===== src/rtl/masked_centered_moving_average_core_macros.svh =====
// Assertion macros used by the masked centered moving average core.
`ifndef MASKED_CENTERED_MOVING_AVERAGE_CORE_MACROS_SVH
`define MASKED_CENTERED_MOVING_AVERAGE_CORE_MACROS_SVH

// Same-cycle implication, checked on every rising clock edge outside reset.
`define MCMA_ASSERT_IMPLY(label, clk, rst, ante, cons) \
  label: assert property (@(posedge clk) disable iff (rst) (ante) |-> (cons)) \
    else $error("masked moving average: implication check failed");

// Next-cycle implication, checked on every rising clock edge outside reset.
`define MCMA_ASSERT_NEXT(label, clk, rst, ante, cons) \
  label: assert property (@(posedge clk) disable iff (rst) (ante) |=> (cons)) \
    else $error("masked moving average: next-cycle check failed");

`endif


===== src/rtl/mcma_pkg.sv =====
// Shared types and constants of the masked centered moving average core.
`timescale 1ns / 1ps

package mcma_pkg;

  localparam int SAMPLE_W   = 32;
  localparam int WIN_W      = 5;
  localparam int CFG_IDX_W  = 2;
  localparam int CFG_DATA_W = 32;

  // Configuration register indexes.
  localparam logic [CFG_IDX_W-1:0] REG_WIN_LENGTH     = 2'd0;
  localparam logic [CFG_IDX_W-1:0] REG_RANGE_CHECK_ON = 2'd1;
  localparam logic [CFG_IDX_W-1:0] REG_LOWER_LIMIT    = 2'd2;
  localparam logic [CFG_IDX_W-1:0] REG_UPPER_LIMIT    = 2'd3;

  // Reset values of the registers.
  localparam logic [WIN_W-1:0]           WIN_LENGTH_RST  = 5'd7;
  localparam logic signed [SAMPLE_W-1:0] LOWER_LIMIT_RST = -32'sd327680;
  localparam logic signed [SAMPLE_W-1:0] UPPER_LIMIT_RST = 32'sd2621440;

  // Smallest usable window.
  localparam logic [WIN_W-1:0] WIN_MIN = 5'd3;

  // Missing-value markers -999.0 and -9999.0 in Q15.16.
  localparam logic signed [SAMPLE_W-1:0] MISSING_A = -32'sd65470464;
  localparam logic signed [SAMPLE_W-1:0] MISSING_B = -32'sd655294464;

  typedef struct packed {
    logic signed [SAMPLE_W-1:0] sample_value;
    logic                       sample_not_number;
    logic                       last_sample;
  } in_item_t;

  typedef struct packed {
    logic signed [SAMPLE_W-1:0] filtered_value;
    logic                       was_averaged;
    logic                       last_result;
  } out_item_t;

  // One stored sample: validity judged on arrival, then the raw value.
  typedef struct packed {
    logic                valid;
    logic [SAMPLE_W-1:0] value;
  } entry_t;

endpackage


===== src/rtl/mcma_ram.sv =====
// Generic single-write, single-read RAM with a registered read port.
`timescale 1ns / 1ps

module mcma_ram #(
  parameter int WIDTH = 33,
  parameter int DEPTH = 31
) (
  input  logic                                      clk,
  input  logic                                      we,
  input  logic [((DEPTH > 1) ? $clog2(DEPTH) : 1)-1:0] waddr,
  input  logic [WIDTH-1:0]                          wdata,
  input  logic [((DEPTH > 1) ? $clog2(DEPTH) : 1)-1:0] raddr,
  output logic [WIDTH-1:0]                          rdata
);

  logic [WIDTH-1:0] mem [DEPTH];

  always_ff @(posedge clk) begin
    if (we) begin
      mem[waddr] <= wdata;
    end
    rdata <= mem[raddr];
  end

endmodule


===== src/rtl/mcma_div.sv =====
// Restoring serial divider: signed sum by unsigned count, truncating toward zero.
`timescale 1ns / 1ps

module mcma_div #(
  parameter int SUM_W = 37,
  parameter int CNT_W = 5
) (
  input  logic                              clk,
  input  logic                              rst,
  input  logic                              start,
  input  logic signed [SUM_W-1:0]           dividend,
  input  logic [CNT_W-1:0]                  divisor,
  output logic                              done,
  output logic [mcma_pkg::SAMPLE_W-1:0]     quotient
);
  import mcma_pkg::*;

  localparam int IW = $clog2(SUM_W + 1);

  logic             busy;
  logic [IW-1:0]    iter;
  logic [CNT_W:0]   rem;
  logic [SUM_W-1:0] quo;
  logic [CNT_W-1:0] dvs;
  logic             neg;
  logic [CNT_W:0]   shifted;
  logic [CNT_W+1:0] trial;
  logic [SUM_W-1:0] q_signed;

  // One quotient bit per cycle, most significant first.
  assign shifted  = {rem[CNT_W-1:0], quo[SUM_W-1]};
  assign trial    = {1'b0, shifted} - {2'b00, dvs};
  assign q_signed = neg ? (~quo + 1'b1) : quo;
  assign quotient = q_signed[SAMPLE_W-1:0];

  always_ff @(posedge clk) begin
    if (rst) begin
      busy <= 1'b0;
      done <= 1'b0;
      iter <= '0;
    end else begin
      done <= 1'b0;
      if (start) begin
        busy <= 1'b1;
        iter <= IW'(SUM_W);
      end else if (busy) begin
        iter <= iter - 1'b1;
        if (iter == IW'(1)) begin
          busy <= 1'b0;
          done <= 1'b1;
        end
      end
    end
  end

  always_ff @(posedge clk) begin
    if (start) begin
      neg <= dividend[SUM_W-1];
      quo <= dividend[SUM_W-1] ? (~dividend + 1'b1) : dividend;
      rem <= '0;
      dvs <= divisor;
    end else if (busy) begin
      if (!trial[CNT_W+1]) begin
        rem <= trial[CNT_W:0];
        quo <= {quo[SUM_W-2:0], 1'b1};
      end else begin
        rem <= shifted;
        quo <= {quo[SUM_W-2:0], 1'b0};
      end
    end
  end

endmodule


===== src/rtl/masked_centered_moving_average_core.sv =====
// Top level of the masked centered moving average core.
// Sequence: once its word is taken, a result's hi + 1 samples are read one per cycle, the read
//   port drains, the sum goes to the serial divider, and the result word is then registered.
// Input: one word at a time; a word that owes no result is taken without a stall, while other
//   words stall the input until their results are emitted, every flushed result for a last word.
// Reset: synchronous, active high; registers take their defaults, the sample RAM is kept.
`timescale 1ns / 1ps

module masked_centered_moving_average_core #(
  parameter int MAX_WINDOW = 31
) (
  input  logic                                  clk,
  input  logic                                  rst,
  input  logic                                  in_valid,
  output logic                                  in_stall,
  input  mcma_pkg::in_item_t                    in_word,
  output logic                                  out_valid,
  input  logic                                  out_stall,
  output mcma_pkg::out_item_t                   out_word,
  input  logic                                  cfg_we,
  input  logic [mcma_pkg::CFG_IDX_W-1:0]        cfg_index,
  input  logic [mcma_pkg::CFG_DATA_W-1:0]       cfg_data
);
  import mcma_pkg::*;

`include "masked_centered_moving_average_core_macros.svh"

  localparam int AW = (MAX_WINDOW > 1) ? $clog2(MAX_WINDOW) : 1;
  localparam int CW = $clog2(MAX_WINDOW + 1);
  localparam int SW = SAMPLE_W + CW;
  localparam int EW = SAMPLE_W + 1;
  localparam logic [AW:0]   DEPTH_X  = (AW + 1)'(MAX_WINDOW);
  localparam logic [AW-1:0] LAST_ADR = AW'(MAX_WINDOW - 1);

  typedef enum logic [5:0] {
    ST_IDLE  = 6'b000001,
    ST_SCAN  = 6'b000010,
    ST_DRAIN = 6'b000100,
    ST_DIV   = 6'b001000,
    ST_WAIT  = 6'b010000,
    ST_EMIT  = 6'b100000
  } state_t;

  // Configuration registers.
  logic [WIN_W-1:0]           win_length;
  logic                       range_check_on;
  logic signed [SAMPLE_W-1:0] lower_limit;
  logic signed [SAMPLE_W-1:0] upper_limit;

  // Sequencer state.
  state_t              state;
  logic [AW-1:0]       head;
  logic [CW-1:0]       samples_buffered;
  logic [CW-1:0]       cur_age;
  logic [CW-1:0]       k_reg;
  logic [CW-1:0]       item_n_m1;
  logic                item_last;
  logic [CW-1:0]       scan_a;
  logic                use_mean;

  // Accumulator fed from the RAM read port in the cycle after each address.
  logic                       acc_en;
  logic                       acc_hit;
  logic signed [SW-1:0]       acc_sum;
  logic [CW-1:0]              acc_cnt;
  logic [SAMPLE_W-1:0]        cap_value;

  logic                in_fire;
  logic                emit_go;
  logic                win_usable;
  logic [CW-1:0]       win_cnt;
  logic [CW-1:0]       k_cnt;
  logic [CW-1:0]       n_next;
  logic [CW-1:0]       nm1;
  logic [CW-1:0]       top_age;
  logic [CW:0]         hi_ext;
  logic [CW-1:0]       hi;
  logic [AW-1:0]       head_next;
  logic [AW-1:0]       scan_adr;
  logic [AW:0]         wrap_adr;
  logic                sample_ok;
  logic                more_results;
  entry_t              wr_entry;
  entry_t              rd_entry;
  logic [EW-1:0]       ram_rdata;
  logic                div_start;
  logic                div_done;
  logic [SAMPLE_W-1:0] div_quot;

  assign in_stall = (state != ST_IDLE);
  assign in_fire  = in_valid && !in_stall;
  assign emit_go  = (state == ST_EMIT) && (!out_valid || !out_stall);

  // A window is usable only when odd, at least three and within the store.
  assign win_usable = (win_length >= WIN_MIN) && win_length[0] &&
                      (int'(win_length) <= MAX_WINDOW);
  assign win_cnt = CW'(win_length);
  assign k_cnt   = CW'(win_length >> 1);

  // Sequence fill count after this word, saturating at the window length.
  assign n_next  = (samples_buffered < win_cnt) ? CW'(samples_buffered + 1'b1)
                                                : samples_buffered;
  assign nm1     = n_next - 1'b1;
  assign top_age = (nm1 < k_cnt) ? nm1 : k_cnt;

  // The window of the sample at cur_age always starts at the newest sample, since
  // cur_age never exceeds k; it ends k samples further back or at the oldest one held.
  assign hi_ext = {1'b0, cur_age} + {1'b0, k_reg};
  assign hi     = (hi_ext > {1'b0, item_n_m1}) ? item_n_m1 : hi_ext[CW-1:0];

  // The store is a ring: age a lives a slots behind the head.
  assign head_next = (head == LAST_ADR) ? '0 : head + 1'b1;
  assign wrap_adr  = {1'b0, head} + DEPTH_X - {1'b0, scan_a[AW-1:0]};
  assign scan_adr  = (head >= scan_a[AW-1:0]) ? (head - scan_a[AW-1:0])
                                              : wrap_adr[AW-1:0];

  // Validity is judged once, against the registers as they are on arrival.
  assign sample_ok = !in_word.sample_not_number &&
                     (in_word.sample_value != MISSING_A) &&
                     (in_word.sample_value != MISSING_B) &&
                     !(range_check_on && ((in_word.sample_value < lower_limit) ||
                                          (in_word.sample_value > upper_limit)));

  assign wr_entry.valid = sample_ok;
  assign wr_entry.value = in_word.sample_value;
  assign rd_entry       = ram_rdata;

  assign more_results = item_last && (cur_age != '0);
  assign div_start    = (state == ST_DIV) && (acc_cnt != '0);

  mcma_ram #(
    .WIDTH (EW),
    .DEPTH (MAX_WINDOW)
  ) u_window (
    .clk   (clk),
    .we    (in_fire && win_usable),
    .waddr (head_next),
    .wdata (wr_entry),
    .raddr (scan_adr),
    .rdata (ram_rdata)
  );

  mcma_div #(
    .SUM_W (SW),
    .CNT_W (CW)
  ) u_div (
    .clk      (clk),
    .rst      (rst),
    .start    (div_start),
    .dividend (acc_sum),
    .divisor  (acc_cnt),
    .done     (div_done),
    .quotient (div_quot)
  );

  // Control: sequencer, fill count, ring head and configuration registers.
  always_ff @(posedge clk) begin
    if (rst) begin
      state            <= ST_IDLE;
      head             <= '0;
      samples_buffered <= '0;
      acc_en           <= 1'b0;
      acc_hit          <= 1'b0;
      out_valid        <= 1'b0;
      win_length       <= WIN_LENGTH_RST;
      range_check_on   <= 1'b1;
      lower_limit      <= LOWER_LIMIT_RST;
      upper_limit      <= UPPER_LIMIT_RST;
    end else begin
      acc_en  <= (state == ST_SCAN);
      acc_hit <= (state == ST_SCAN) && (scan_a == cur_age);

      // A new result word replaces the one on offer as it is taken.
      if (emit_go) begin
        out_valid <= 1'b1;
      end else if (out_valid && !out_stall) begin
        out_valid <= 1'b0;
      end

      // A new window length drops the sequence in progress.
      if (cfg_we && (cfg_index == REG_WIN_LENGTH)) begin
        samples_buffered <= '0;
      end else if (in_fire && win_usable) begin
        samples_buffered <= in_word.last_sample ? '0 : n_next;
      end

      case (state)
        ST_IDLE: begin
          if (in_fire) begin
            if (!win_usable) begin
              state <= ST_EMIT;
            end else begin
              head <= head_next;
              // A middle word yields a result once more than k samples are held.
              if (in_word.last_sample || (n_next > k_cnt)) begin
                state <= ST_SCAN;
              end
            end
          end
        end
        ST_SCAN: begin
          if (scan_a == hi) begin
            state <= ST_DRAIN;
          end
        end
        ST_DRAIN: begin
          state <= ST_DIV;
        end
        ST_DIV: begin
          state <= (acc_cnt != '0) ? ST_WAIT : ST_EMIT;
        end
        ST_WAIT: begin
          if (div_done) begin
            state <= ST_EMIT;
          end
        end
        ST_EMIT: begin
          if (emit_go) begin
            state <= more_results ? ST_SCAN : ST_IDLE;
          end
        end
        default: begin
          state <= ST_IDLE;
        end
      endcase

      if (cfg_we) begin
        case (cfg_index)
          REG_WIN_LENGTH: begin
            win_length <= cfg_data[WIN_W-1:0];
          end
          REG_RANGE_CHECK_ON: begin
            range_check_on <= cfg_data[0];
          end
          REG_LOWER_LIMIT: begin
            lower_limit <= cfg_data[SAMPLE_W-1:0];
          end
          REG_UPPER_LIMIT: begin
            upper_limit <= cfg_data[SAMPLE_W-1:0];
          end
          default: begin
          end
        endcase
      end
    end
  end

  // Datapath: per-word context, scan index, accumulator and the output word.
  always_ff @(posedge clk) begin
    case (state)
      ST_IDLE: begin
        if (in_fire) begin
          item_last <= in_word.last_sample;
          scan_a    <= '0;
          acc_sum   <= '0;
          acc_cnt   <= '0;
          if (!win_usable) begin
            cap_value <= in_word.sample_value;
            use_mean  <= 1'b0;
            cur_age   <= '0;
          end else begin
            item_n_m1 <= nm1;
            k_reg     <= k_cnt;
            cur_age   <= in_word.last_sample ? top_age : k_cnt;
          end
        end
      end
      ST_SCAN: begin
        scan_a <= scan_a + 1'b1;
      end
      ST_DIV: begin
        use_mean <= (acc_cnt != '0);
      end
      ST_EMIT: begin
        if (emit_go) begin
          out_word.filtered_value <= use_mean ? div_quot : cap_value;
          out_word.was_averaged   <= use_mean;
          out_word.last_result    <= item_last && (cur_age == '0);
          if (more_results) begin
            cur_age <= cur_age - 1'b1;
            scan_a  <= '0;
            acc_sum <= '0;
            acc_cnt <= '0;
          end
        end
      end
      default: begin
      end
    endcase

    // Read data arrives in the cycle after its address; the sample at the
    // result's own age is kept in case the window holds no valid sample.
    if (acc_en && rd_entry.valid) begin
      acc_sum <= acc_sum + {{CW{rd_entry.value[SAMPLE_W-1]}}, rd_entry.value};
      acc_cnt <= acc_cnt + 1'b1;
    end
    if (acc_hit) begin
      cap_value <= rd_entry.value;
    end
  end

  // The valid count of a finished scan never exceeds the samples scanned.
  `MCMA_ASSERT_IMPLY(a_cnt_bound, clk, rst, state == ST_DIV, acc_cnt <= hi + 1'b1)

  // The divider only reports completion while the sequencer waits for it.
  `MCMA_ASSERT_IMPLY(a_div_done_wait, clk, rst, div_done, state == ST_WAIT)

  // A scan never reaches past the window or serves an age beyond half the window.
  `MCMA_ASSERT_IMPLY(a_scan_bound, clk, rst, state == ST_SCAN, (cur_age <= k_reg) && (scan_a <= hi))

  // After the final result of a word the block is idle with that result on offer.
  `MCMA_ASSERT_NEXT(a_emit_idle, clk, rst, emit_go && !more_results, (state == ST_IDLE) && out_valid)

endmodule

===== config.mk =====
export PLATFORM = sky130hd
export DESIGN_NAME = masked_centered_moving_average_core
export DESIGN_NICKNAME = d
export VERILOG_FILES = /design/src/rtl/mcma_pkg.sv /design/src/rtl/mcma_ram.sv /design/src/rtl/mcma_div.sv /design/src/rtl/masked_centered_moving_average_core.sv
export VERILOG_INCLUDE_DIRS = /design/src /design/src/rtl
export SDC_FILE = /design/constraint.sdc
export NUM_CORES = 2
export LEC_CHECK = 0
export ABC_CLOCK_PERIOD_IN_PS = 9000
export BUFFER_PORTS_ARGS = -buffer_cell sky130_fd_sc_hd__buf_4
export CAP_MARGIN = 20
export CORE_UTILIZATION = 52
export DETAILED_ROUTE_END_ITERATION = 8
export HOLD_SLACK_MARGIN = 0.08
export PLACE_DENSITY = 0.68
export SLEW_MARGIN = 10
export SYNTH_ARGS = -nofsm -noshare
export SYNTH_HDL_FRONTEND = slang
export SYNTH_SLANG_ARGS = --single-unit

===== constraint.sdc =====
create_clock -name clk -period 9 [get_ports clk]
set_clock_uncertainty 0.05 [all_clocks]
set_input_delay 1.35 -clock clk [delete_from_list [all_inputs] [get_ports clk]]
set_output_delay 1.35 -clock clk [all_outputs]
set_load 0.005 [all_outputs]

==> flow_summary.toml <==
[synth]
ys_seq_area_frac = 0.660
synth.top_cell.area_share = 0.614
netlist_top_cells_area = "edfxtp_1 (61%), dfxtp_1 (4.6%), ha_1 (3.1%), o221ai_1 (3.0%), nand2_1 (2.4%)"
synthTopCellsByCount = "edfxtp_1 (1195), nand2_1 (379), clkbuf_1 (277)"
syn_nets = 4695
yosysTopAreaCell = "edfxtp_1"
synth_edf_count = 1195
ys_ff_latch = 1330
syn_area_per_cell_um2 = 13.1
ys_warn_count = 0
synthCells = 4474
ys_types = 70
ys.flop_type = "edfxtp_1"
synth_most_common_cell = "edfxtp_1"
async_flop_share = 0
syn_area_um2 = 58500

[timing]
rsz0062_at_grt = "false"
finalSetupTns_ns = 0
holdWs_ns = 0.403
drv_slew = 0
setup_viol = 0
finalHoldViolCount = 0
worst_pin_slew_ns = 1.05
maxSlewHeadroom = 0.301
period_needed_ns = 5.39
fmax_mhz = 185
final.period_utilization = 0.599

[setup_path]
regToRegSetupSlack_ns = 3.61
crit_fanout = 57
path_cells = "inv_1 > ha_4 > nand2b_1 > a21o_1 > a21oi_1 > o21ai_4 > buf_4 > buf_4 > nor3_1 > a21oi_4 > buf_4 > buf_4 > o22ai_1 > or3_1 > o211ai_1 > and4_1"
timing.rr.end = "u_window.rdata[30]"
criticalPathCategory = "reg -> reg"
crit_family = "buffers and inverters"
cp.required_ns = 9.63
cpPeakStageDelay_ns = 0.67
cp_common_cell = "buf_4"
cp_num_buf_inv = 5
cp-end-kind = "flop"
regToRegStartpoint = "head[0]"
slowest_stage = "ha_4"
cp.arrival_ns = 6.03
worstSetupStartpointType = "flop"
rr_worst_depth = 16

[run]
cap_violations = 0

[global_route]
grt_usage = 0.294
grt_max_degree = 111
grt_pass1_vias = 37370
grt_pass1_wl_um = 245000
grt_antenna_before_repair = 9
grt-ovfl-total = 0

[floorplan]
start_util = 0.526
io_pins = 109
fp.coreArea_um2 = 111000
fp.dieW_um = 337
fp.dieArea_um2 = 114000
std_cell_rows = 122
die_y_um = 337

[drt]
drtAntennaViolNets = 0
wire_per_inst_um = 27.5
drcViolationCount = 0
routed_via_density = 6.47
drt_iter0_markers = 4794
vias = 39516
dr.pass1.iters = 7
drt-total-wl_um = 168000

[power_and_ir_drop]
leakage_nw = 21.8
powerDensity_nw_per_um2 = 343
vdd_ir_drop_max_mv = 0.491

[clocking]
cts_root_buf = "clkbuf_16"
cts_tree = "done"
cts_buffers = 138
clk_latency_ns = 0.76
ctsResizeCount = 0
htreeDepth = 4
cts.clk_slew.worst_paths_ns = 0.06
clock_sinks = 1330
hold_buffers = 0
clk_path_buf_depth = 3
post-cts-setup-buffer-count = 0

[min_path]
worstHoldPathCells = 2
min_to = "lower_limit[5]"
hold_path.class = "reg -> reg"
hp-start = "lower_limit[5]"

[cells_and_area]
syn2layout_area_growth_pct = 12.1
drive_above_1_share = 0.109
largest_register_ffs = 1023
largest-register = "u_window.mem"
fillCellCount = 8733
final_net_count = 4732
reg_top3 = "u_window.mem x1023, acc_sum x37, u_div.quo x37"

[status]
status = "finished, final reports clean"

[placement]
io_buffers = 108
hpwl_um = 99600
gp_congestion = 0.904
[cell usage in the layout (no fill, tap or decap), types with 37 or more instances in the layout]
| master | netlist | final |
|---|---|---|
| a2111oi_0 | 104 | 104 |
| a21oi_1 | 170 | 167 |
| a31oi_1 | 111 | 109 |
| and4_1 | 37 | 37 |
| buf_4 | 0 | 192 |
| clkbuf_16 | 0 | 142 |
| dfxtp_1 | 135 | 134 |
| edfxtp_1 | 1195 | 1195 |
| ha_1 | 143 | 142 |
| inv_1 | 127 | 127 |
| mux2i_1 | 119 | 119 |
| nand2_1 | 379 | 378 |
| nand3_1 | 151 | 150 |
| nor2_1 | 181 | 148 |
| nor2b_1 | 127 | 125 |
| o211ai_1 | 108 | 108 |
| o21ai_0 | 132 | 132 |
| o221ai_1 | 202 | 202 |
| o22ai_1 | 192 | 192 |
| or3_1 | 74 | 74 |
| xnor2_1 | 47 | 44 |
| xor2_1 | 89 | 88 |
[metrics by stage]
step | total power [mW] | utilization | setup WS [ns] | instances | area, um2
after global placement | 16.7 | 0.550 | 3.69 | 5856 | 61100
after CTS | 22.4 | 0.589 | 3.73 | 6107 | 65500
after detailed placement | 16.9 | 0.550 | 3.75 | 5858 | 61200
final | 22.5 | 0.589 | 3.61 | 6110 | 65500
after global routing | 23.5 | 0.589 | 3.34 | 6108 | 65500
after floorplan | 13.8 | - | 3.97 | 4474 | 58500
[per-layer routing]
metal	part of all wire	up-vias	global-route usage
met1	0.40	19579	0.402
li1	-	17602	-
met2	0.46	1985	0.459
met4	0.044	0	0.129
met3	0.097	350	0.0553
met5	0	-	0
[worst max path at each step]
stage | startpoint | to | cells past startpoint
CTS | head[0] | u_window.rdata[30] | 16
global route | head[0] | u_window.rdata[30] | 16
floorplan | out_stall | acc_cnt[0] | 3
global placement | head[0] | u_window.rdata[31] | 13
detailed placement | head[0] | u_window.rdata[30] | 16
finish | head[0] | u_window.rdata[30] | 16
[logic make-up after synthesis]
logic type | after synthesis | share of synthesized area
compound gates | 1163 | 0.137
xor+xnor | 136 | 0.0204
fa+ha+maj | 148 | 0.0323
buf+inv | 430 | 0.0277
flops | 1330 | 0.660
mux | 154 | 0.0273
simple gates | 1113 | 0.0950
[worst min-delay path: cells and delay by family (launching register included)]
kind	cells	cell delay, ns
flip-flops	1	0.31
AND/OR/NAND/NOR	1	0.05
AO/OA/AOI/OAI	1	0.05
[power by group]
part	leakage [nW]	switching [mW]	total [mW]	internal [mW]
combinational	7.76	6.38	9.52	3.15
clock	2.14	2.34	5.53	3.18
sequential	11.9	0.388	7.44	7.05
[layout make-up]
| cell class | instances | area, um2 | share of cell area |
|---|---|---|---|
| timing repair buffer | 198 | 1550 | 0.0236 |
| multi-input combinational | 2714 | 18700 | 0.285 |
| inverter | 129 | 484 | 0.00739 |
| antenna | 2 | 5.00 | 0.0000764 |
| clock buffer | 188 | 3830 | 0.0584 |
| sequential | 1330 | 38600 | 0.589 |
| tap | 1488 | 1860 | 0.0284 |
| clock inverter | 61 | 514 | 0.00785 |
No activity file was read; power rests on OpenSTA's default activity.
